$ cat src/sv/odwsl_pkg.sv
`timescale 1ns / 1ps
// Shared types, constants and helper functions for the omni drive wheel speed limiter.
// No dependencies; every other file of the block imports this package.
package odwsl_pkg;

  // Field widths
  localparam int WHEEL_W = 11;                 // signed wheel speed, packet units
  localparam int MAG_W   = 11;                 // magnitude, 0..1024
  localparam int LIMIT_W = 10;                 // speed limit register
  localparam int QUO_W   = 10;                 // scaled magnitude, always below 1024
  localparam int NUM_W   = MAG_W + LIMIT_W;    // magnitude times limit

  // Divider: QUO_W quotient bits spread over DIV_STAGES stages
  localparam int DIV_STAGES = 5;
  localparam int DIV_BITS   = QUO_W / DIV_STAGES;

  // Queue depths and the width of their fill counts
  localparam int MID_DEPTH = 8;
  localparam int OUT_DEPTH = 16;
  localparam int CNT_W     = $clog2(OUT_DEPTH + 1);

  // Configuration space
  localparam int ADDR_W = 3;
  localparam int DATA_W = 32;
  localparam logic [ADDR_W-3:0] REG_SPEED_LIMIT = '0;
  localparam logic [LIMIT_W-1:0] SPEED_LIMIT_RESET = 10'd673;

  // Omni-wheel matrix coefficients, scaled by 1e7
  localparam longint K_A   = 64'sd425995;
  localparam longint K_B   = 64'sd276645;
  localparam longint K_C   = 64'sd359169;
  localparam longint K_T   = 64'sd43175;
  localparam longint K_DEN = 64'sd10000000;

  // Operation codes
  typedef enum logic {
    OP_VELOCITY = 1'b0,
    OP_DIRECT   = 1'b1
  } op_e;

  typedef logic signed [WHEEL_W-1:0] wheel_t;
  typedef wheel_t [3:0]              wheel_vec_t;
  typedef logic [MAG_W-1:0]          mag_t;

  typedef struct packed {
    logic       limited;
    wheel_vec_t wheel;
  } result_t;

  // Queue status seen by the neighbors
  typedef struct packed {
    logic             empty;
    logic [CNT_W-1:0] count;
  } q_stat_t;

  typedef struct packed {
    mag_t rem;
    logic q;
  } div_step_t;

  function automatic mag_t mag_of(input wheel_t w);
    wheel_t neg;
    neg = -w;
    return w[WHEEL_W-1] ? mag_t'(neg) : mag_t'(w);
  endfunction

  // One restoring division step: shift in a numerator bit, subtract if it fits.
  function automatic div_step_t div_step(input mag_t rem, input logic nbit, input mag_t d);
    logic [MAG_W:0] t;
    logic [MAG_W:0] diff;
    div_step_t      r;
    t    = {rem, nbit};
    diff = t - {1'b0, d};
    if (t >= {1'b0, d}) begin
      r.rem = diff[MAG_W-1:0];
      r.q   = 1'b1;
    end else begin
      r.rem = t[MAG_W-1:0];
      r.q   = 1'b0;
    end
    return r;
  endfunction

endpackage

$ cat src/sv/odwsl_front.sv
`timescale 1ns / 1ps
// Front end: accepts items, runs velocity commands through the omni-wheel matrix.
// Two pipeline stages (products, sums), rounding on the way into the middle queue. Uses odwsl_pkg.
module odwsl_front import odwsl_pkg::*; #(
  parameter int COEF_FRAC_BITS = 12
) (
  input  logic                  clk_i,
  input  logic                  rst_ni,
  input  logic                  push_i,
  input  logic                  operation_i,
  input  logic signed [13:0]    vel_x_i,
  input  logic signed [13:0]    vel_y_i,
  input  logic signed [15:0]    ang_vel_i,
  input  wheel_vec_t            direct_i,
  input  q_stat_t               mid_stat_i,
  output logic                  full_o,
  output logic                  wr_o,
  output wheel_vec_t            wr_wheel_o
);

  // |sum| stays below 1024 << COEF_FRAC_BITS, so this holds every sum with room
  localparam int SumW = COEF_FRAC_BITS + 12;

  // Coefficients rounded to nearest at elaboration
  localparam longint CoefAInt = (K_A * (64'sd1 <<< COEF_FRAC_BITS) + K_DEN / 2) / K_DEN;
  localparam longint CoefBInt = (K_B * (64'sd1 <<< COEF_FRAC_BITS) + K_DEN / 2) / K_DEN;
  localparam longint CoefCInt = (K_C * (64'sd1 <<< COEF_FRAC_BITS) + K_DEN / 2) / K_DEN;
  localparam longint CoefTInt = (K_T * (64'sd1 <<< COEF_FRAC_BITS) + K_DEN / 2) / K_DEN;

  localparam logic signed [SumW-1:0] CoefA = SumW'(CoefAInt);
  localparam logic signed [SumW-1:0] CoefB = SumW'(CoefBInt);
  localparam logic signed [SumW-1:0] CoefC = SumW'(CoefCInt);
  localparam logic signed [SumW-1:0] CoefT = SumW'(CoefTInt);
  localparam logic [SumW-1:0]        RoundHalf = SumW'(64'd1 << (COEF_FRAC_BITS - 1));

  logic accept;

  // Stage 1: products
  logic                   v1_q;
  op_e                    op1_q;
  wheel_vec_t             dir1_q;
  logic signed [SumW-1:0] pax_q, pby_q, pcx_q, pcy_q, pt_q;

  // Stage 2: per-wheel sums
  logic                   v2_q;
  op_e                    op2_q;
  wheel_vec_t             dir2_q;
  logic signed [SumW-1:0] sum_q [4];

  logic [CNT_W:0] pending;

  // Hold off input when the middle queue cannot take everything already in flight
  assign pending = {1'b0, mid_stat_i.count} + (CNT_W + 1)'(v1_q) + (CNT_W + 1)'(v2_q);
  assign full_o  = (pending >= (CNT_W + 1)'(MID_DEPTH));
  assign accept  = push_i && !full_o;

  always_ff @(posedge clk_i or negedge rst_ni) begin
    if (!rst_ni) begin
      v1_q <= 1'b0;
      v2_q <= 1'b0;
    end else begin
      v1_q <= accept;
      v2_q <= v1_q;
    end
  end

  always_ff @(posedge clk_i) begin
    op1_q  <= op_e'(operation_i);
    dir1_q <= direct_i;
    pax_q  <= SumW'(vel_x_i) * CoefA;
    pby_q  <= SumW'(vel_y_i) * CoefB;
    pcx_q  <= SumW'(vel_x_i) * CoefC;
    pcy_q  <= SumW'(vel_y_i) * CoefC;
    pt_q   <= SumW'(ang_vel_i) * CoefT;

    op2_q    <= op1_q;
    dir2_q   <= dir1_q;
    sum_q[0] <= pt_q - pax_q + pby_q;
    sum_q[1] <= pt_q - pcx_q - pcy_q;
    sum_q[2] <= pt_q + pcx_q - pcy_q;
    sum_q[3] <= pt_q + pax_q + pby_q;
  end

  // Round half away from zero on the magnitude, then restore the sign
  always_comb begin
    logic [SumW-1:0] mag;
    logic [SumW-1:0] rnd;
    wheel_t          r;
    for (int i = 0; i < 4; i++) begin
      mag = sum_q[i][SumW-1] ? SumW'(-sum_q[i]) : SumW'(sum_q[i]);
      rnd = (mag + RoundHalf) >> COEF_FRAC_BITS;
      r   = WHEEL_W'(rnd);
      if (op2_q == OP_DIRECT) begin
        wr_wheel_o[i] = dir2_q[i];
      end else begin
        wr_wheel_o[i] = sum_q[i][SumW-1] ? -r : r;
      end
    end
  end

  assign wr_o = v2_q;

endmodule

$ cat config.mk
export PLATFORM = sky130hd
export DESIGN_NAME = odwsl_front
export DESIGN_NICKNAME = d
export VERILOG_FILES = /design/src/sv/odwsl_pkg.sv /design/src/sv/odwsl_front.sv
export SDC_FILE = /design/constraint.sdc
export NUM_CORES = 1
export LEC_CHECK = 0
export BUFFER_PORTS_ARGS = -buffer_cell sky130_fd_sc_hd__buf_2
export CORE_UTILIZATION = 50
export DETAILED_ROUTE_END_ITERATION = 10
export PLACE_DENSITY = 0.72
export SETUP_SLACK_MARGIN = 0.5
export SLEW_MARGIN = 25
export SYNTH_ARGS = -nofsm -noshare
export SYNTH_HDL_FRONTEND = slang
export SYNTH_SLANG_ARGS = --single-unit
$ cat constraint.sdc
create_clock -name clk_i -period 6.04 [get_ports clk_i]
set_input_delay 0.604 -clock clk_i [delete_from_list [all_inputs] [get_ports clk_i]]
set_output_delay 0.604 -clock clk_i [all_outputs]
set_load 0.01 [all_outputs]
==> flow_summary_export.csv <==
group,metric,value,unit
run_status,status,"finished, final reports clean",
drt,drt-met1-wl,27.0,mm
min_path,hold_class,"input port to flop",
placement,place_inst,3553,
job,maxCapViolations,0,
worst_setup_path,endpoint_kind,"primary output",
drt,drc,0,
grt,grt.overflow.total,0,
worst_setup_path,crit_type,"flop to primary output",
synthesis,yosysTopAreaCell,"dfxtp_1",
timing,fin_crit,5.29,ns
final_layout,fin_area,27700,µm²
grt,grt_pass1_vias,18907,
drt,highest_layer,"met4",
cts,cts-root-buf,"clkbuf_16",
final_layout,nNetsFinal,3571,
synthesis,ys_top_cells_by_area,"dfxtp_1 (23%), ha_1 (18%), fa_1 (15%)",
floorplanning,io_pins,144,
synthesis,netlist.area_leader.share,23.3,%
synthesis,synth_area,25100,µm²
min_path,hold_depth,1,
synthesis,synth_nets,3429,
drt,dr.pass1.iters,5,
synthesis,avgSynthCellArea,8.99,µm²
timing,final_max_slew_viol_count,0,
drt,vias,18972,
floorplanning,initial_core_util,51.0,%
timing,slew_headroom,46.8,%
worst_setup_path,crit_required,5.44,ns
synthesis,yosysMostFrequentCell,"inv_1",
placement,port_buffers,142,
final_layout,antenna_cells,0,
final_layout,instances_no_fill,3621,
placement,dpl.hpwl,48.2,mm
floorplanning,num_rows,81,
cts,clk_latency,0.55,ns
drt,dr_wl_met3,2.34,mm
floorplanning,die_area,51000,µm²
cts,numCtsBuffers,35,
drt,ant_nets,0,
synthesis,syn_inst,2788,
drt,wire_per_inst,15.9,µm
worst_setup_path,worst-path-max-fanout,5,
placement,routabilityCongestion,0.899,
cts,cts_tree,"yes",
final_layout,areaGrowthSynthToFinish,10.5,%
synthesis,synth_seq_cells,294,
timing,hold_viol_final,0,
grt,grt_pass1_wl,93.7,mm
floorplanning,die_w,226,µm
cts,htreeDepth,2,
grt,grt_max_degree,82,
timing,tightestPinTransition,0.788,ns
timing,skew,0.0180,ns
cts,clk_pin_slew_worst_paths,0.06,ns
final_layout,drive_gt1_share,8.66,%
drt,routed_wl,57.6,mm
synthesis,synth_cell_types,87,
floorplanning,chipHeight,226,µm
synthesis,synth_commonest_cells,"inv_1 (564), ha_1 (351), dfxtp_1 (292)",
grt,grtUsageTotal,23.0,%
drt,drt-initial-drc-count,962,
floorplanning,coreArea,49200,µm²
drt,viasPerCell,5.24,
synthesis,async_flop_share,0.680,%
cts,cts_num_sinks,294,
timing,finalSetupViolCount,0,
timing,rsz0062_at_grt,"true",
timing,period_share,87.6,%
synthesis,synth_edf_count,0,
timing,fmaxAchievable,189,MHz
drt,met2_length,26.8,mm
worst_setup_path,cp-start-kind,"flop",
grt,grt_antenna_before_repair,0,
synthesis,yosysSeqAreaShare,23.5,%
synthesis,synthFlopType,"dfxtp_1",
placement,placed_cell_area,26500,µm²
timing,tns,0,ns
worst_setup_path,cp.arrival,4.69,ns
synthesis,yosysWarningCount,0,
worst_setup_path,rr_worst_depth,13,
cts,clock_path_buffers,3,
-- worst max-delay path: stages, from the launching register on --
cell       delay, ns
dfxtp_1         0.31
or4_1           0.62
nor4_4          0.28
buf_4           0.18
nor2_1          0.05
xnor2_1         0.16
ha_1            0.27
nand4_1         0.13
a2111oi_1       0.53
nor3_1          0.19
xnor2_2         0.26
xnor2_1         0.15
o211ai_1        0.17
o41ai_2         0.34
xnor2_1         0.09
mux2_2          0.26
buf_2           0.14
-- repair_timing --
item                                    CTS  global route
setup buffers                             0             3
hold buffers                              1             0
resized for setup                         0             5
hold endpoints to repair                  2             0
endpoints found under the setup margin    0             6
-- final timing paths --
check	slack (ns)	start	endpoint
setup / recovery	0.75	sum_q[1][8]	wr_wheel_o[21]
hold / removal	0.15	direct_i[19]	dir1_q[19]
setup reg to reg	1.57	pcx_q[1]	sum_q[0][23]
hold reg to reg	0.32	dir1_q[9]	dir2_q[9]
max in group asynchronous	5.56	rst_ni	v1_q
min in group asynchronous	0.39	rst_ni	wr_o
-- state kept, by name (all words and copies together), names as in the netlist --
| signal | count |
|---|---|
| v1_q | 1 |
| sum_q | 94 |
| pcx_q | 23 |
| wr_o | 1 |
| dir1_q | 44 |
| pcy_q | 23 |
| pt_q | 21 |
| op1_q | 1 |
| pby_q | 21 |
| op2_q | 1 |
| dir2_q | 44 |
| pax_q | 20 |
-- layout by cell type, fill, tap and decap left out, types with 9 or more instances in the layout --
master / instances
o21a_1: 20
a21o_1: 42
or2_2: 12
o21bai_1: 27
dfxtp_1: 291
and2_1: 12
nand3_1: 57
or3_1: 18
fa_1: 192
o21ai_0: 115
a21boi_0: 9
xor2_1: 66
xnor2_1: 213
nor4_1: 16
a31o_2: 10
nor2b_1: 23
nand4_1: 22
nor3_1: 50
a21oi_1: 119
or4_1: 9
a211oi_1: 16
nand2b_1: 12
o31ai_1: 16
buf_2: 142
nand2_1: 143
a41o_1: 9
clkbuf_16: 35
a31oi_1: 19
inv_1: 564
and3_1: 17
ha_1: 351
nor2_1: 126
o211ai_1: 12
-- area by class of cell --
type,count,area [µm²]
Multi-Input combinational cell,1883,16900
Fill cell,4336,21500
Inverter,565,2120
Timing Repair Buffer,151,781
Tap cell,664,831
Clock buffer,44,940
Clock inverter,20,219
Sequential cell,294,5900
-- layer usage --
metal  track usage, %  vias to the layer above
li1                 -                     9443
met1             30.5                     9046
met2             39.4                      411
met3             2.82                       72
met4             6.41                        0
met5                0                        -
-- cells by family (layout without fill, tap and decap cells) --
group,after synthesis,in the layout,share of synthesized area [%]
AND/OR/NAND/NOR,556,556,11.2
AO/OA/AOI/OAI,489,489,12.9
adder cells (fa/ha/maj),545,545,33.0
multiplexers,13,13,0.559
flip-flops,294,294,23.5
XOR/XNOR,280,280,9.79
buffers and inverters,611,780,9.16
-- metrics by stage --
step	setup slack, ns	util [%]	hold WS [ns]
3_3_place_gp	1.03	53.8	0.312
3_5_place_dp	0.984	53.8	0.312
2_1_floorplan	1.64	-	0.308
5_1_grt	0.481	56.3	0.116
6_report	0.748	56.3	0.150
4_1_cts	0.503	56.2	0.115
Power is left out: the tool's default activity adds up to more than one toggle a clock period on the data nets, which glitch-free logic cannot reach.
