===== config.mk =====
export PLATFORM = sky130hd
export DESIGN_NAME = odwsl_back
export DESIGN_NICKNAME = d
export VERILOG_FILES = /design/src/sv/odwsl_pkg.sv /design/src/sv/odwsl_back.sv
export SDC_FILE = /design/constraint.sdc
export NUM_CORES = 2
export LEC_CHECK = 0
export ABC_CLOCK_PERIOD_IN_PS = 12880
export BUFFER_PORTS_ARGS = -buffer_cell sky130_fd_sc_hd__buf_2
export CORE_MARGIN = 5
export CORE_UTILIZATION = 45
export CTS_BUF_LIST = sky130_fd_sc_hd__clkbuf_4 sky130_fd_sc_hd__clkbuf_8 sky130_fd_sc_hd__clkbuf_16
export CTS_CLUSTER_DIAMETER = 60
export DETAILED_ROUTE_END_ITERATION = 10
export PLACE_DENSITY = 0.68
export SETUP_SLACK_MARGIN = 0.3
export SLEW_MARGIN = 0
export SYNTH_ARGS = -nofsm -noshare
export SYNTH_HDL_FRONTEND = slang
export SYNTH_SLANG_ARGS = --single-unit

===== constraint.sdc =====
create_clock -name clk_i -period 12.88 [get_ports clk_i]
set_clock_uncertainty 0.15 [all_clocks]
set_input_delay 0.644 -clock clk_i [delete_from_list [all_inputs] [get_ports clk_i]]
set_output_delay 0.644 -clock clk_i [all_outputs]
set_load 0.02 [all_outputs]

===== src/sv/odwsl_pkg.sv =====
`timescale 1ns / 1ps
// Shared types, constants and helper functions for the omni drive wheel speed limiter.
// No dependencies; every other file of the block imports this package.
package odwsl_pkg;

  // Field widths
  localparam int WHEEL_W = 11;                 // signed wheel speed, packet units
  localparam int MAG_W   = 11;                 // magnitude, 0..1024
  localparam int LIMIT_W = 10;                 // speed limit register
  localparam int QUO_W   = 10;                 // scaled magnitude, always below 1024
  localparam int NUM_W   = MAG_W + LIMIT_W;    // magnitude times limit

  // Divider: QUO_W quotient bits spread over DIV_STAGES stages
  localparam int DIV_STAGES = 5;
  localparam int DIV_BITS   = QUO_W / DIV_STAGES;

  // Queue depths and the width of their fill counts
  localparam int MID_DEPTH = 8;
  localparam int OUT_DEPTH = 16;
  localparam int CNT_W     = $clog2(OUT_DEPTH + 1);

  // Configuration space
  localparam int ADDR_W = 3;
  localparam int DATA_W = 32;
  localparam logic [ADDR_W-3:0] REG_SPEED_LIMIT = '0;
  localparam logic [LIMIT_W-1:0] SPEED_LIMIT_RESET = 10'd673;

  // Omni-wheel matrix coefficients, scaled by 1e7
  localparam longint K_A   = 64'sd425995;
  localparam longint K_B   = 64'sd276645;
  localparam longint K_C   = 64'sd359169;
  localparam longint K_T   = 64'sd43175;
  localparam longint K_DEN = 64'sd10000000;

  // Operation codes
  typedef enum logic {
    OP_VELOCITY = 1'b0,
    OP_DIRECT   = 1'b1
  } op_e;

  typedef logic signed [WHEEL_W-1:0] wheel_t;
  typedef wheel_t [3:0]              wheel_vec_t;
  typedef logic [MAG_W-1:0]          mag_t;

  typedef struct packed {
    logic       limited;
    wheel_vec_t wheel;
  } result_t;

  // Queue status seen by the neighbors
  typedef struct packed {
    logic             empty;
    logic [CNT_W-1:0] count;
  } q_stat_t;

  typedef struct packed {
    mag_t rem;
    logic q;
  } div_step_t;

  function automatic mag_t mag_of(input wheel_t w);
    wheel_t neg;
    neg = -w;
    return w[WHEEL_W-1] ? mag_t'(neg) : mag_t'(w);
  endfunction

  // One restoring division step: shift in a numerator bit, subtract if it fits.
  function automatic div_step_t div_step(input mag_t rem, input logic nbit, input mag_t d);
    logic [MAG_W:0] t;
    logic [MAG_W:0] diff;
    div_step_t      r;
    t    = {rem, nbit};
    diff = t - {1'b0, d};
    if (t >= {1'b0, d}) begin
      r.rem = diff[MAG_W-1:0];
      r.q   = 1'b1;
    end else begin
      r.rem = t[MAG_W-1:0];
      r.q   = 1'b0;
    end
    return r;
  endfunction

endpackage


===== src/sv/odwsl_back.sv =====
`timescale 1ns / 1ps
// Back end: finds the largest wheel magnitude and, when it exceeds the limit, scales all four to the limit.
// Compare stage, multiply stage, then a five-stage restoring divider. Uses odwsl_pkg.
module odwsl_back import odwsl_pkg::*; (
  input  logic               clk_i,
  input  logic               rst_ni,
  input  logic [LIMIT_W-1:0] limit_i,
  input  q_stat_t            mid_stat_i,
  input  wheel_vec_t         mid_wheel_i,
  output logic               mid_rd_o,
  input  q_stat_t            out_stat_i,
  output logic               out_wr_o,
  output result_t            out_data_o
);

  localparam int LoW = NUM_W - MAG_W;   // numerator bits below the initial remainder

  // Stage A: magnitudes and maximum
  logic   va_q;
  wheel_vec_t wa_q;
  mag_t   ma_q [4];
  mag_t   maxa_q;
  logic   lima_q;

  mag_t   mag_c [4];
  mag_t   max01, max23, max_c;

  // Stage 0 (multiply result) through DIV_STAGES (quotient done)
  logic [DIV_STAGES:0] vd_q;
  wheel_vec_t          wd_q   [DIV_STAGES+1];
  mag_t                maxd_q [DIV_STAGES+1];
  logic                limd_q [DIV_STAGES+1];
  mag_t                rem_q  [DIV_STAGES+1][4];
  logic [LoW-1:0]      lo_q   [DIV_STAGES+1][4];
  logic [QUO_W-1:0]    quo_q  [DIV_STAGES+1][4];

  mag_t             rem_d [DIV_STAGES+1][4];
  logic [LoW-1:0]   lo_d  [DIV_STAGES+1][4];
  logic [QUO_W-1:0] quo_d [DIV_STAGES+1][4];

  logic [CNT_W:0] pending;

  // Credit check: take from the middle queue only when the output queue has room
  // for everything already in the pipeline
  assign pending  = {1'b0, out_stat_i.count} + (CNT_W + 1)'($countones({va_q, vd_q}));
  assign mid_rd_o = !mid_stat_i.empty && (pending < (CNT_W + 1)'(OUT_DEPTH));

  always_comb begin
    for (int i = 0; i < 4; i++) begin
      mag_c[i] = mag_of(mid_wheel_i[i]);
    end
    max01 = (mag_c[0] > mag_c[1]) ? mag_c[0] : mag_c[1];
    max23 = (mag_c[2] > mag_c[3]) ? mag_c[2] : mag_c[3];
    max_c = (max01 > max23) ? max01 : max23;
  end

  // Multiply stage feeds divider stage 0; later stages each retire DIV_BITS quotient bits
  always_comb begin
    logic [NUM_W-1:0] num;
    div_step_t        st;
    for (int i = 0; i < 4; i++) begin
      num           = NUM_W'(ma_q[i]) * NUM_W'(limit_i);
      rem_d[0][i]   = num[NUM_W-1:LoW];
      lo_d[0][i]    = num[LoW-1:0];
      quo_d[0][i]   = '0;
    end
    for (int k = 1; k <= DIV_STAGES; k++) begin
      for (int i = 0; i < 4; i++) begin
        rem_d[k][i] = rem_q[k-1][i];
        lo_d[k][i]  = lo_q[k-1][i];
        quo_d[k][i] = quo_q[k-1][i];
        for (int j = 0; j < DIV_BITS; j++) begin
          st          = div_step(rem_d[k][i], lo_d[k][i][LoW-1], maxd_q[k-1]);
          rem_d[k][i] = st.rem;
          lo_d[k][i]  = {lo_d[k][i][LoW-2:0], 1'b0};
          quo_d[k][i] = {quo_d[k][i][QUO_W-2:0], st.q};
        end
      end
    end
  end

  always_ff @(posedge clk_i or negedge rst_ni) begin
    if (!rst_ni) begin
      va_q <= 1'b0;
      vd_q <= '0;
    end else begin
      va_q <= mid_rd_o;
      vd_q <= {vd_q[DIV_STAGES-1:0], va_q};
    end
  end

  always_ff @(posedge clk_i) begin
    wa_q   <= mid_wheel_i;
    maxa_q <= max_c;
    lima_q <= (max_c > MAG_W'(limit_i));
    for (int i = 0; i < 4; i++) begin
      ma_q[i] <= mag_c[i];
    end

    wd_q[0]   <= wa_q;
    maxd_q[0] <= maxa_q;
    limd_q[0] <= lima_q;
    for (int k = 1; k <= DIV_STAGES; k++) begin
      wd_q[k]   <= wd_q[k-1];
      maxd_q[k] <= maxd_q[k-1];
      limd_q[k] <= limd_q[k-1];
    end
    for (int k = 0; k <= DIV_STAGES; k++) begin
      for (int i = 0; i < 4; i++) begin
        rem_q[k][i] <= rem_d[k][i];
        lo_q[k][i]  <= lo_d[k][i];
        quo_q[k][i] <= quo_d[k][i];
      end
    end
  end

  // Scaled magnitude takes the sign of the original speed
  always_comb begin
    wheel_t q;
    for (int i = 0; i < 4; i++) begin
      q = WHEEL_W'(quo_q[DIV_STAGES][i]);
      if (limd_q[DIV_STAGES]) begin
        out_data_o.wheel[i] = wd_q[DIV_STAGES][i][WHEEL_W-1] ? -q : q;
      end else begin
        out_data_o.wheel[i] = wd_q[DIV_STAGES][i];
      end
    end
    out_data_o.limited = limd_q[DIV_STAGES];
  end

  assign out_wr_o = vd_q[DIV_STAGES];

endmodule


==> results.sh <==
export IMPL_status="finished clean"
export IMPL_synth_seq_area_share_pct=31.0
export IMPL_min_period_ps=8090
export IMPL_yosys_area_top_type="dfxtp_1"
export IMPL_cts_tree="yes"
export IMPL_cts_root_buffer="clkbuf_16"
export IMPL_cp_end_kind="flop"
export IMPL_r2r_start="maxd_q[0][1]"
export IMPL_cts_setup_buffers=0
export IMPL_grt_usage_pct=21.6
export IMPL_grt_setup_unrepaired="false"
export IMPL_grt_first_pass_wirelength_mm=234
export IMPL_crit_type="in2reg"
export IMPL_setup_violations=0
export IMPL_grt_max_degree=59
export IMPL_cp_endpoint="lima_q"
export IMPL_die_h_microns=367
export IMPL_startpoint_type="input pin"
export IMPL_clk_pin_slew_ps=60
export IMPL_yosysWarnings=0
export IMPL_start_util_pct=45.1
export IMPL_multiInputGateArea_sq_mm=0.0364
export IMPL_drt_first_pass_iters=6
export IMPL_avgSynthCellArea_sq_um=9.36
export IMPL_critPathMaxFanout=11
export IMPL_h_tree_depth=3
export IMPL_ff2ff_path_depth=19
export IMPL_ys_ff_latch=888
export IMPL_antenna_found_initial=15
export IMPL_clock_sinks=888
export IMPL_vias_per_cell=5.42
export IMPL_die_area_sq_mm=0.135
export IMPL_hold_violations=0
export IMPL_wl_per_cell_microns=18.5
export IMPL_critPathRequiredTime_ps=13300
export IMPL_drc=0
export IMPL_num_vias=43290
export IMPL_wl_mm=147
export IMPL_fin_tns_setup_ps=0
export IMPL_syn_num_nets=7229
export IMPL_synthMostInstantiatedCell="dfxtp_1"
export IMPL_tightest_slew_ps=1180
export IMPL_reg2reg_slack_ps=5690
export IMPL_ant_nets=0
export IMPL_cp_data_arrival_time_ps=8520
export IMPL_synth_edff_count=0
export IMPL_die_w_microns=367
export IMPL_hp_class="in2reg"
export IMPL_seq_area_sq_mm=0.0178
export IMPL_first_iter_violations=2631
export IMPL_netlist_top_cells_count="dfxtp_1 (881), ha_1 (713), inv_1 (678)"
export IMPL_insertion_delay_ps=700
export IMPL_cap_viol_max_count=0
export IMPL_worst_r2r_endpoint="rem_q[0][84]"
export IMPL_top_usage_layer="met2"
export IMPL_portBuffers=108
export IMPL_grt_pass1_vias=43072
export IMPL_io_pins=115
export IMPL_fmax_mhz=124
export IMPL_cts_buffers=97
export IMPL_cts_max_path_buffers=3
export IMPL_num_rows=131
export IMPL_synthDistinctLibCells=79
export IMPL_final_period_utilization_pct=62.8
export IMPL_syn_inst=6129
export IMPL_slew_violations=0
export IMPL_overflow=0
export IMPL_drive_above_1_share_pct=8.55
export IMPL_use_met3_pct=2.45
export IMPL_fin_util_pct=50.0
export IMPL_met1_usage_pct=29.0
export IMPL_place_congestion=0.905
export IMPL_syn2layout_area_growth_pct=10.9
export IMPL_core_area_sq_mm=0.127
export IMPL_synth_top_cell_area_share_pct=30.7
export IMPL_slowest_delay_ps=540
export IMPL_fillers=11568
export IMPL_crit_start="mid_wheel_i[34]"
export IMPL_synth_ff_type="dfxtp_1"
export IMPL_met2_usage_pct=35.6
export IMPL_finalNetCount=7341
export IMPL_max_slew_margin_pct=20.9
export IMPL_synthArstFlopShare_pct=0.788
export IMPL_path_common_cell="o21a_1"
export IMPL_cp_slowest_cell="dlygate4sd3_1"
export IMPL_synth_cell_area_sq_mm=0.0574
export IMPL_synthTopCellsByArea="dfxtp_1 (31%), ha_1 (16%), fa_1 (11%)"
export IMPL_place_hpwl_mm=113
==> timing repair <==
item | CTS | global route
hold buffers | 42 | 0
hold endpoints to repair | 47 | 0
gates resized for setup | 0 | 0
==> how the worst min path moves through the flow <==
stage                               start          end  slack, ps  depth (start not counted)
final                     mid_wheel_i[36]     wa_q[36]         60                          1
after global routing      mid_wheel_i[35]     wa_q[35]         30                          1
after CTS                 mid_wheel_i[35]     wa_q[35]          5                          1
after detailed placement      lo_q[0][10]  lo_q[0][52]        160                          0
after global placement         wd_q[4][1]   wd_q[5][1]        160                          0
after floorplan                    lima_q    limd_q[0]        160                          0
==> metal layers <==
metal,vias up,part of all wire (%)
li1,21119,-
met1,20750,45
met2,1124,45
met3,297,5.5
met4,0,4.2
met5,-,0
==> cells by family (layout without fill, tap and decap cells) <==
group	Yosys count	in the layout	share of synthesized area [%]
buffers and inverters	843	1038	5.55
flip-flops	888	888	31.0
AND/OR/NAND/NOR	1646	1646	14.0
multiplexers	262	262	4.97
XOR/XNOR	326	326	4.98
other	0	6	0
adder cells (fa/ha/maj)	1038	1038	26.8
AO/OA/AOI/OAI	1126	1126	12.7
==> metrics by stage <==
step | hold slack (ps) | cell area, sq um | setup slack (ps) | cells
after global placement | 160 | 59600 | 4680 | 7762
after detailed placement | 162 | 59600 | 4780 | 7762
final | 59.9 | 63600 | 4790 | 7992
after floorplan | 160 | 57400 | 5630 | 6129
after global routing | 25.0 | 63600 | 4260 | 7988
after CTS | 4.72 | 63600 | 4950 | 7986
==> flip-flops by register name, summed over array words and instances (netlist names) <==
| name | count |
|---|---|
| va_q | 1 |
| lima_q | 1 |
| ma_q | 40 |
| maxd_q | 55 |
| quo_q | 120 |
| limd_q | 6 |
| rem_q | 220 |
| wa_q | 44 |
| vd_q | 6 |
| maxa_q | 11 |
| lo_q | 120 |
| wd_q | 264 |
==> cell usage in the layout, fill, tap and decap left out, types with 44 or more instances in the layout <==
cell type  count
xor2_1       110
o31ai_1       69
a21boi_0      54
xnor2_1      216
clkbuf_16     98
mux2i_1       86
nor2_1       321
inv_1        678
a21oi_1      297
dfxtp_1      880
nor2b_1      100
o21ai_0      269
fa_1         319
and2_1       225
o21a_1        60
buf_2        108
or3_1         44
a211oi_1      49
a21o_1       126
nand3_1       72
nand2_1      496
nand2b_1      65
nor3_1       150
mux2_2       174
ha_1         713
nand4_1       69
==> critical path, delay by kind of cell <==
kind / cells / cell delay (ps)
AND/OR/NAND/NOR: 8 / 1860
buffers and inverters: 5 / 1160
adder cells (fa/ha/maj): 4 / 1050
multiplexers: 2 / 520
AO/OA/AOI/OAI: 16 / 3270
==> area by class of cell <==
| class | count | share of cell area [%] |
|---|---|---|
| clock buffer | 127 | 4.34 |
| antenna | 6 | 0.0236 |
| multi-input combinational | 4398 | 57.2 |
| clock inverter | 55 | 1.32 |
| tap | 1662 | 3.27 |
| timing repair buffer | 175 | 1.81 |
| sequential | 888 | 28.0 |
| inverter | 681 | 4.02 |
Power is left out: the tool's default activity adds up to more than one toggle a clock period on the data nets, which glitch-free logic cannot reach.
