### src/sv/odwsl_pkg.sv
`timescale 1ns / 1ps
// Shared types, constants and helper functions for the omni drive wheel speed limiter.
// No dependencies; every other file of the block imports this package.
package odwsl_pkg;

  // Field widths
  localparam int WHEEL_W = 11;                 // signed wheel speed, packet units
  localparam int MAG_W   = 11;                 // magnitude, 0..1024
  localparam int LIMIT_W = 10;                 // speed limit register
  localparam int QUO_W   = 10;                 // scaled magnitude, always below 1024
  localparam int NUM_W   = MAG_W + LIMIT_W;    // magnitude times limit

  // Divider: QUO_W quotient bits spread over DIV_STAGES stages
  localparam int DIV_STAGES = 5;
  localparam int DIV_BITS   = QUO_W / DIV_STAGES;

  // Queue depths and the width of their fill counts
  localparam int MID_DEPTH = 8;
  localparam int OUT_DEPTH = 16;
  localparam int CNT_W     = $clog2(OUT_DEPTH + 1);

  // Configuration space
  localparam int ADDR_W = 3;
  localparam int DATA_W = 32;
  localparam logic [ADDR_W-3:0] REG_SPEED_LIMIT = '0;
  localparam logic [LIMIT_W-1:0] SPEED_LIMIT_RESET = 10'd673;

  // Omni-wheel matrix coefficients, scaled by 1e7
  localparam longint K_A   = 64'sd425995;
  localparam longint K_B   = 64'sd276645;
  localparam longint K_C   = 64'sd359169;
  localparam longint K_T   = 64'sd43175;
  localparam longint K_DEN = 64'sd10000000;

  // Operation codes
  typedef enum logic {
    OP_VELOCITY = 1'b0,
    OP_DIRECT   = 1'b1
  } op_e;

  typedef logic signed [WHEEL_W-1:0] wheel_t;
  typedef wheel_t [3:0]              wheel_vec_t;
  typedef logic [MAG_W-1:0]          mag_t;

  typedef struct packed {
    logic       limited;
    wheel_vec_t wheel;
  } result_t;

  // Queue status seen by the neighbors
  typedef struct packed {
    logic             empty;
    logic [CNT_W-1:0] count;
  } q_stat_t;

  typedef struct packed {
    mag_t rem;
    logic q;
  } div_step_t;

  function automatic mag_t mag_of(input wheel_t w);
    wheel_t neg;
    neg = -w;
    return w[WHEEL_W-1] ? mag_t'(neg) : mag_t'(w);
  endfunction

  // One restoring division step: shift in a numerator bit, subtract if it fits.
  function automatic div_step_t div_step(input mag_t rem, input logic nbit, input mag_t d);
    logic [MAG_W:0] t;
    logic [MAG_W:0] diff;
    div_step_t      r;
    t    = {rem, nbit};
    diff = t - {1'b0, d};
    if (t >= {1'b0, d}) begin
      r.rem = diff[MAG_W-1:0];
      r.q   = 1'b1;
    end else begin
      r.rem = t[MAG_W-1:0];
      r.q   = 1'b0;
    end
    return r;
  endfunction

endpackage

### src/sv/odwsl_fifo.sv
`timescale 1ns / 1ps
// Small register queue with a fill count, used between front and back and at the output.
// Depends on odwsl_pkg for the status struct.
module odwsl_fifo import odwsl_pkg::*; #(
  parameter int WIDTH = 1,
  parameter int DEPTH = 2
) (
  input  logic             clk_i,
  input  logic             rst_ni,
  input  logic             wr_i,
  input  logic [WIDTH-1:0] wr_data_i,
  input  logic             rd_i,
  output logic [WIDTH-1:0] rd_data_o,
  output q_stat_t          stat_o
);

  localparam int PtrW = $clog2(DEPTH);
  localparam int CntW = $clog2(DEPTH + 1);

  logic [WIDTH-1:0] mem_q [DEPTH];
  logic [PtrW-1:0]  wr_ptr_q, wr_ptr_d;
  logic [PtrW-1:0]  rd_ptr_q, rd_ptr_d;
  logic [CntW-1:0]  count_q, count_d;

  always_comb begin
    wr_ptr_d = wr_ptr_q;
    rd_ptr_d = rd_ptr_q;
    if (wr_i) begin
      wr_ptr_d = (wr_ptr_q == PtrW'(DEPTH - 1)) ? '0 : wr_ptr_q + 1'b1;
    end
    if (rd_i) begin
      rd_ptr_d = (rd_ptr_q == PtrW'(DEPTH - 1)) ? '0 : rd_ptr_q + 1'b1;
    end
    unique case ({wr_i, rd_i})
      2'b10:   count_d = count_q + 1'b1;
      2'b01:   count_d = count_q - 1'b1;
      default: count_d = count_q;
    endcase
  end

  always_ff @(posedge clk_i or negedge rst_ni) begin
    if (!rst_ni) begin
      wr_ptr_q <= '0;
      rd_ptr_q <= '0;
      count_q  <= '0;
    end else begin
      wr_ptr_q <= wr_ptr_d;
      rd_ptr_q <= rd_ptr_d;
      count_q  <= count_d;
    end
  end

  always_ff @(posedge clk_i) begin
    if (wr_i) begin
      mem_q[wr_ptr_q] <= wr_data_i;
    end
  end

  assign rd_data_o    = mem_q[rd_ptr_q];
  assign stat_o.empty = (count_q == '0);
  assign stat_o.count = CNT_W'(count_q);

endmodule

### config.mk
export PLATFORM = sky130hd
export DESIGN_NAME = odwsl_fifo
export DESIGN_NICKNAME = d
export VERILOG_FILES = /design/src/sv/odwsl_pkg.sv /design/src/sv/odwsl_fifo.sv
export SDC_FILE = /design/constraint.sdc
export NUM_CORES = 1
export LEC_CHECK = 0
export ABC_AREA = 1
export BUFFER_PORTS_ARGS = -buffer_cell sky130_fd_sc_hd__buf_4
export CORE_AREA = 2 2 39 41
export DETAILED_ROUTE_END_ITERATION = 10
export DIE_AREA = 0 0 41 43
export SLEW_MARGIN = 20
export SYNTH_ARGS = -nofsm -noshare
export SYNTH_HDL_FRONTEND = slang
export SYNTH_SLANG_ARGS = --single-unit
### constraint.sdc
create_clock -name clk_i -period 0.95 [get_ports clk_i]
set_clock_uncertainty 0.1 [all_clocks]
set_input_delay 0.095 -clock clk_i [delete_from_list [all_inputs] [get_ports clk_i]]
set_output_delay 0.095 -clock clk_i [all_outputs]
set_load 0.01 [all_outputs]
==> impl_metrics.json, run 1 <==
{
  "power_mw": 1.29,
  "critPathKind": "flip-flop to output pin",
  "start_kind": "flip-flop",
  "vias": 244,
  "drc_errors": 0,
  "fillers": 150,
  "hold_class": "input port to flip-flop",
  "synth_xor_area_share_pct": 8.61,
  "syn_avg_cell_area_um2": 9.54,
  "routed_via_density": 3.64,
  "r2r_cells": 5,
  "dieArea_um2": 1760,
  "critPathMaxFanout": 3,
  "clockBufferDepth": 2,
  "violations": "setup timing",
  "fin_nets": 58,
  "wl_per_cell_um": 7.46,
  "critPathCaptureType": "output pin",
  "insertion_delay_ns": 0.25,
  "grt_pass1_wl_um": 814,
  "cts-buffers-inserted": 3,
  "final_layout_size_suffix_gt1_share_pct": 41.2,
  "ios": 12,
  "synthCells": 32,
  "tritoncts": "yes",
  "final_cells": 67,
  "synth_simple_gate_area_share_pct": 16.0,
  "cts_htree_levels": 1,
  "dr.pass1.iters": 2,
  "max_freq_ghz": 0.933,
  "ir_drop_v": 0.000819,
  "r2r_start": "count_q[0]",
  "grt_pass1_vias": 227,
  "core_um2": 1380,
  "clock-root-buffer": "clkbuf_4",
  "rsz0062_at_grt": "true",
  "hold_path_end": "wr_ptr_q",
  "finalCriticalPeriod_ns": 1.07,
  "setup_viol": 5,
  "outcome": "complete, but fails checks",
  "drv_slew": 0,
  "grt_usage_pct": 7.71,
  "cpPeakStageDelay_ns": 0.38,
  "synthMuxAreaShare_pct": 0,
  "synth_compound_area_share_pct": 1.64,
  "setup_ws_ns": -0.122,
  "p_leak_nw": 0.251,
  "cts.sinks": 6,
  "synth_top_family_by_area": "buffers and inverters",
  "synthAdderAreaFrac_pct": 4.10,
  "wl_um": 500,
  "min_period_over_period_pct": 113,
  "power_density_nw_per_um2": 2720,
  "dp.cells": 58,
  "ant_nets": 0,
  "grt_max_degree": 5,
  "grt_overflow": 0,
  "antenna_found_initial": 0,
  "synth-warning-count": 0,
  "final_hold_viol_count": 0,
  "r2r_slack_ns": -0.04,
  "path_clk_slew_ns": 0.05,
  "ys_types": 14,
  "initial_utilization_pct": 22.1,
  "ys_seq_elements": 6,
  "crit_slowest_cell": "dfrtp_1",
  "port_buffers": 8,
  "crit_required_ns": 0.75,
  "die_w_um": 41,
  "regToRegEndpoint": "count_q[1]",
  "multi_input_area_um2": 106,
  "gp_congestion": 0.654,
  "syn2layout_area_growth_pct": 55.7,
  "drt_iter0_drc": 1,
  "rows": 14,
  "regArea_um2": 160,
  "cp_cell_sequence": "nand2_1, o21ai_1, buf_4",
  "min-delay-start": "wr_i",
  "whs_path_depth": 3,
  "syn_area_um2": 305,
  "die_height_um": 43,
  "drv_cap": 0,
  "final_util_pct": 34.4,
  "ys_seq_area_share_pct": 52.5,
  "arrival_ns": 0.88,
  "n_antenna_cell": 0
}
==> power by group <==
| group | switching [mW] | internal (mW) |
|---|---|---|
| clock network | 0.101 | 0.160 |
| logic | 0.235 | 0.337 |
| registers | 0.0845 | 0.376 |
==> per-layer routing <==
layer	track usage [%]	part of all wire, %	vias to the layer above
met2	9.38	45	8
met3	3.14	6.4	4
li1	-	-	127
met5	0	0	-
met1	8.31	44	105
met4	10.0	4.2	0
==> kinds of logic after synthesis <==
group,count (synthesis)
flops,6
xor+xnor,3
compound gates,1
other cells,1
simple gates,10
fa+ha+maj,1
buf+inv,10
==> worst max-delay path, delay by kind of cell, from the launching register on <==
kind,cells,cell delay (ns)
compound gates,1,0.05
buf+inv,1,0.14
flops,1,0.38
simple gates,1,0.06
==> cell usage in the layout, fill, tap and decap left out, types with 2 or more instances in the layout <==
| master | n |
|---|---|
| buf_4 | 11 |
| inv_1 | 6 |
| nand2_1 | 4 |
| dfrtp_1 | 4 |
| conb_1 | 3 |
| clkbuf_4 | 3 |
| buf_6 | 3 |
| nor2_1 | 2 |
| xor2_1 | 2 |
| nand2_2 | 2 |
| dlygate4sd3_1 | 2 |
| edfxtp_1 | 2 |
==> through the flow <==
| step | hold WS (ns) | setup WS (ns) | setup TNS [ns] | instance area [µm²] |
|---|---|---|---|---|
| CTS | 0.0122 | -0.142 | -0.385 | 475 |
| detailed placement | -0.205 | -0.0650 | -0.0650 | 393 |
| global route | 0.0380 | -0.164 | -0.513 | 475 |
| finish | 0.0192 | -0.122 | -0.335 | 475 |
| global placement | -0.203 | -0.0483 | -0.0483 | 393 |
| floorplan | -0.301 | 0.0367 | 0 | 313 |
==> registers in the layout, summed over array words and instances (netlist names) <==
register	flops
count_q	2
mem_q	2
rd_ptr_q	1
wr_ptr_q	1
==> Yosys cell counts, drive strengths merged <==
cell	number	area share (%)
nand4	1	2.1
edfxtp	2	20
o21ai	1	1.6
dfrtp	4	33
nand3	1	3.3
conb	1	1.2
inv	7	8.6
buf	3	7.4
nand2	6	8.2
ha	1	4.1
nor2	2	2.5
xnor2	1	2.9
xor2	2	5.7
==> final cells by class <==
type | count | share of cell area [%]
tap | 16 | 4.21
clock buffer | 4 | 5.53
inverter | 7 | 5.53
multi-input combinational | 18 | 22.4
timing repair buffer | 16 | 28.7
sequential | 6 | 33.7
==> repair_timing <==
| item | CTS | global route |
|---|---|---|
| setup buffers | 3 | 0 |
| hold endpoints to repair | 6 | 0 |
| hold buffers | 2 | 0 |
| resized for setup | 5 | 0 |
| endpoints found under the setup margin | 4 | 5 |
| pin swaps | 2 | 0 |
==> how the worst max path moves through the flow <==
stage | start | to | slack (ns) | cells past startpoint
final | rd_ptr_q | rd_data_o | -0.12 | 3
after global routing | rd_ptr_q | rd_data_o | -0.16 | 2
after CTS | rd_ptr_q | rd_data_o | -0.14 | 3
after detailed placement | wr_i | count_q[1] | -0.07 | 7
after global placement | wr_i | count_q[1] | -0.05 | 7
after floorplan | count_q[0] | count_q[1] | 0.04 | 5
(Power assumes the default switching activity.)
==> run 2: changes to the inputs <==
--- a/config.mk
+++ b/config.mk
@@ -10,6 +10,8 @@
 export CORE_AREA = 2 2 39 41
 export DETAILED_ROUTE_END_ITERATION = 10
 export DIE_AREA = 0 0 41 43
+export MAX_ROUTING_LAYER = met4
+export PLACE_DENSITY_LB_ADDON = 0.3
 export SLEW_MARGIN = 20
 export SYNTH_ARGS = -nofsm -noshare
 export SYNTH_HDL_FRONTEND = slang
==> run 2 against run 1 <==
  * The flow still finishes with violations (setup timing)
  * Combinational power down 3%
  * Highest routed layer is now met3
  * Worst setup slack better by 0.0033 ns
  * Critical endpoint unchanged
  * Routed wire length down 4.4%
  * Via count unchanged
  * Register-to-register slack about the same
  * Clock power down 2%
==> impl_metrics.json, run 2 (synthesis gave the netlist of run 1 again) <==
{
  "path_clk_slew_ns": 0.05,
  "p_int_uw": 858,
  "ios": 12,
  "pwr-share-clk_pct": 20.1,
  "wl_um": 478,
  "p_sw_share_pct": 32.1,
  "port_buffers": 8,
  "dieArea_um2": 1760,
  "drt_iter0_drc": 0,
  "wl_per_cell_um": 7.13,
  "n_antenna_cell": 0,
  "setup-tns-final_ns": -0.315,
  "setup_viol": 5,
  "die_height_um": 43,
  "crit_slowest_cell": "dfrtp_1",
  "power_mw": 1.26,
  "max_freq_ghz": 0.936,
  "arrival_ns": 0.87,
  "core_um2": 1380,
  "cts.sinks": 6,
  "layout_commonest_cell": "buf_4",
  "clockBufferDepth": 2,
  "ant_nets": 0,
  "min_period_over_period_pct": 112,
  "gp_congestion": 0.726,
  "cp_cell_sequence": "nand2_1, o21ai_1, buf_4",
  "initial_utilization_pct": 22.1,
  "p_switching_uw": 406,
  "start_kind": "flip-flop",
  "cts_htree_levels": 1,
  "final_util_pct": 34.1,
  "critPathCaptureType": "output pin",
  "outcome": "complete, but fails checks",
  "finalCriticalPeriod_ns": 1.07,
  "syn2layout_area_growth_pct": 54.5,
  "dr.pass1.iters": 1,
  "tritoncts": "yes",
  "setup_ws_ns": -0.118,
  "drv_cap": 0,
  "grt_overflow": 0,
  "p_leak_nw": 0.251,
  "ir_drop_v": 0.000814,
  "rsz0062_at_grt": "true",
  "pwr-share-seq_pct": 36.2,
  "critPathMaxFanout": 3,
  "die_w_um": 41,
  "routed_via_density": 3.64,
  "insertion_delay_ns": 0.24,
  "grt_usage_pct": 7.04,
  "postLayoutCellArea_um2": 472,
  "hold_class": "input port to flip-flop",
  "grt_pass1_vias": 193,
  "crit_required_ns": 0.75,
  "grt_max_degree": 5,
  "final_layout_size_suffix_gt1_share_pct": 39.2,
  "antenna_found_initial": 0,
  "rows": 14,
  "p_comb_share_pct": 43.7,
  "cpPeakStageDelay_ns": 0.38,
  "clock-root-buffer": "clkbuf_4",
  "fin_nets": 58,
  "power_density_nw_per_um2": 2680,
  "drc_errors": 0,
  "cts-buffers-inserted": 3,
  "grt_pass1_wl_um": 772,
  "postPlaceCellArea_um2": 393,
  "final_cell_mix": "12 x buf_4, 7 x inv_1, 4 x nand2_1, 4 x dfrtp_1",
  "drv_slew": 0,
  "violations": "setup timing",
  "final_hold_viol_count": 0,
  "critPathKind": "flip-flop to output pin",
  "fin_hold_ws_ns": 0.0200,
  "top_regs": "count_q x2, mem_q x2",
  "vias": 244
}
==> run 2: changes by cell type in the layout (fill, tap and decap cells not counted) <==
cell	previous run	this run
buf_4	11	12
buf_6	3	2
inv_2	1	0
inv_1	6	7
==> run 2: per-layer routing <==
layer | up-vias | track usage (%) | part of all wire, %
met2 | 6 | 8.13 | 49
met1 | 110 | 8.85 | 43
met5 | - | - | 0
met3 | 0 | 4.71 | 7.5
met4 | 0 | 4.00 | 0
li1 | 128 | - | -
==> run 2: repair_timing <==
item / in CTS / in global routing
gates resized for setup: 2 / 1
pin swaps: 1 / 1
setup endpoints to repair: 4 / 5
setup buffers: 2 / 1
hold buffers: 2 / 0
endpoints found under the hold margin: 6 / 0
==> run 2: per-stage QoR <==
stage	cells	setup WS [ns]
3_5_place_dp	58	-0.0812
3_3_place_gp	58	-0.0626
5_1_grt	67	-0.177
4_1_cts	66	-0.131
6_report	67	-0.118
2_1_floorplan	34	0.0367
==> run 2: layout make-up <==
class                           instances  area [µm²]
Fill cell                             150         912
Timing Repair Buffer                   16         133
Sequential cell                         6         160
Multi-Input combinational cell         18         106
Tap cell                               16        20.0
Clock buffer                            4        26.3
Inverter                                7        26.3
==> run 2: path summary, 6_finish.rpt <==
| path | startpoint | to | slack (ns) | depth (start not counted) |
|---|---|---|---|---|
| max in group asynchronous | rst_ni | wr_ptr_q | 0.56 | 2 |
| min in group asynchronous | rst_ni | rd_ptr_q | 0.08 | 2 |
| hold reg to reg | wr_ptr_q | wr_ptr_q | 0.39 | 1 |
| setup reg to reg | count_q[0] | count_q[1] | -0.05 | 5 |
| setup / recovery | rd_ptr_q | rd_data_o | -0.12 | 3 |
| hold / removal | rd_i | rd_ptr_q | 0.02 | 3 |
==> run 2: worst max-delay path, delay by kind of cell, from the launching register on <==
family	cells	cell delay, ns
AO/OA/AOI/OAI	1	0.05
buffers and inverters	1	0.14
flip-flops	1	0.38
AND/OR/NAND/NOR	1	0.06
==> run 2: power by group through the flow <==
stage          combinational [mW]  sequential, mW  clock (mW)
2_1_floorplan               0.209           0.481           0
3_3_place_gp                0.394           0.478           0
3_5_place_dp                0.397           0.481           0
4_1_cts                     0.508           0.462       0.264
5_1_grt                     0.609           0.472       0.274
6_report                    0.553           0.457       0.254
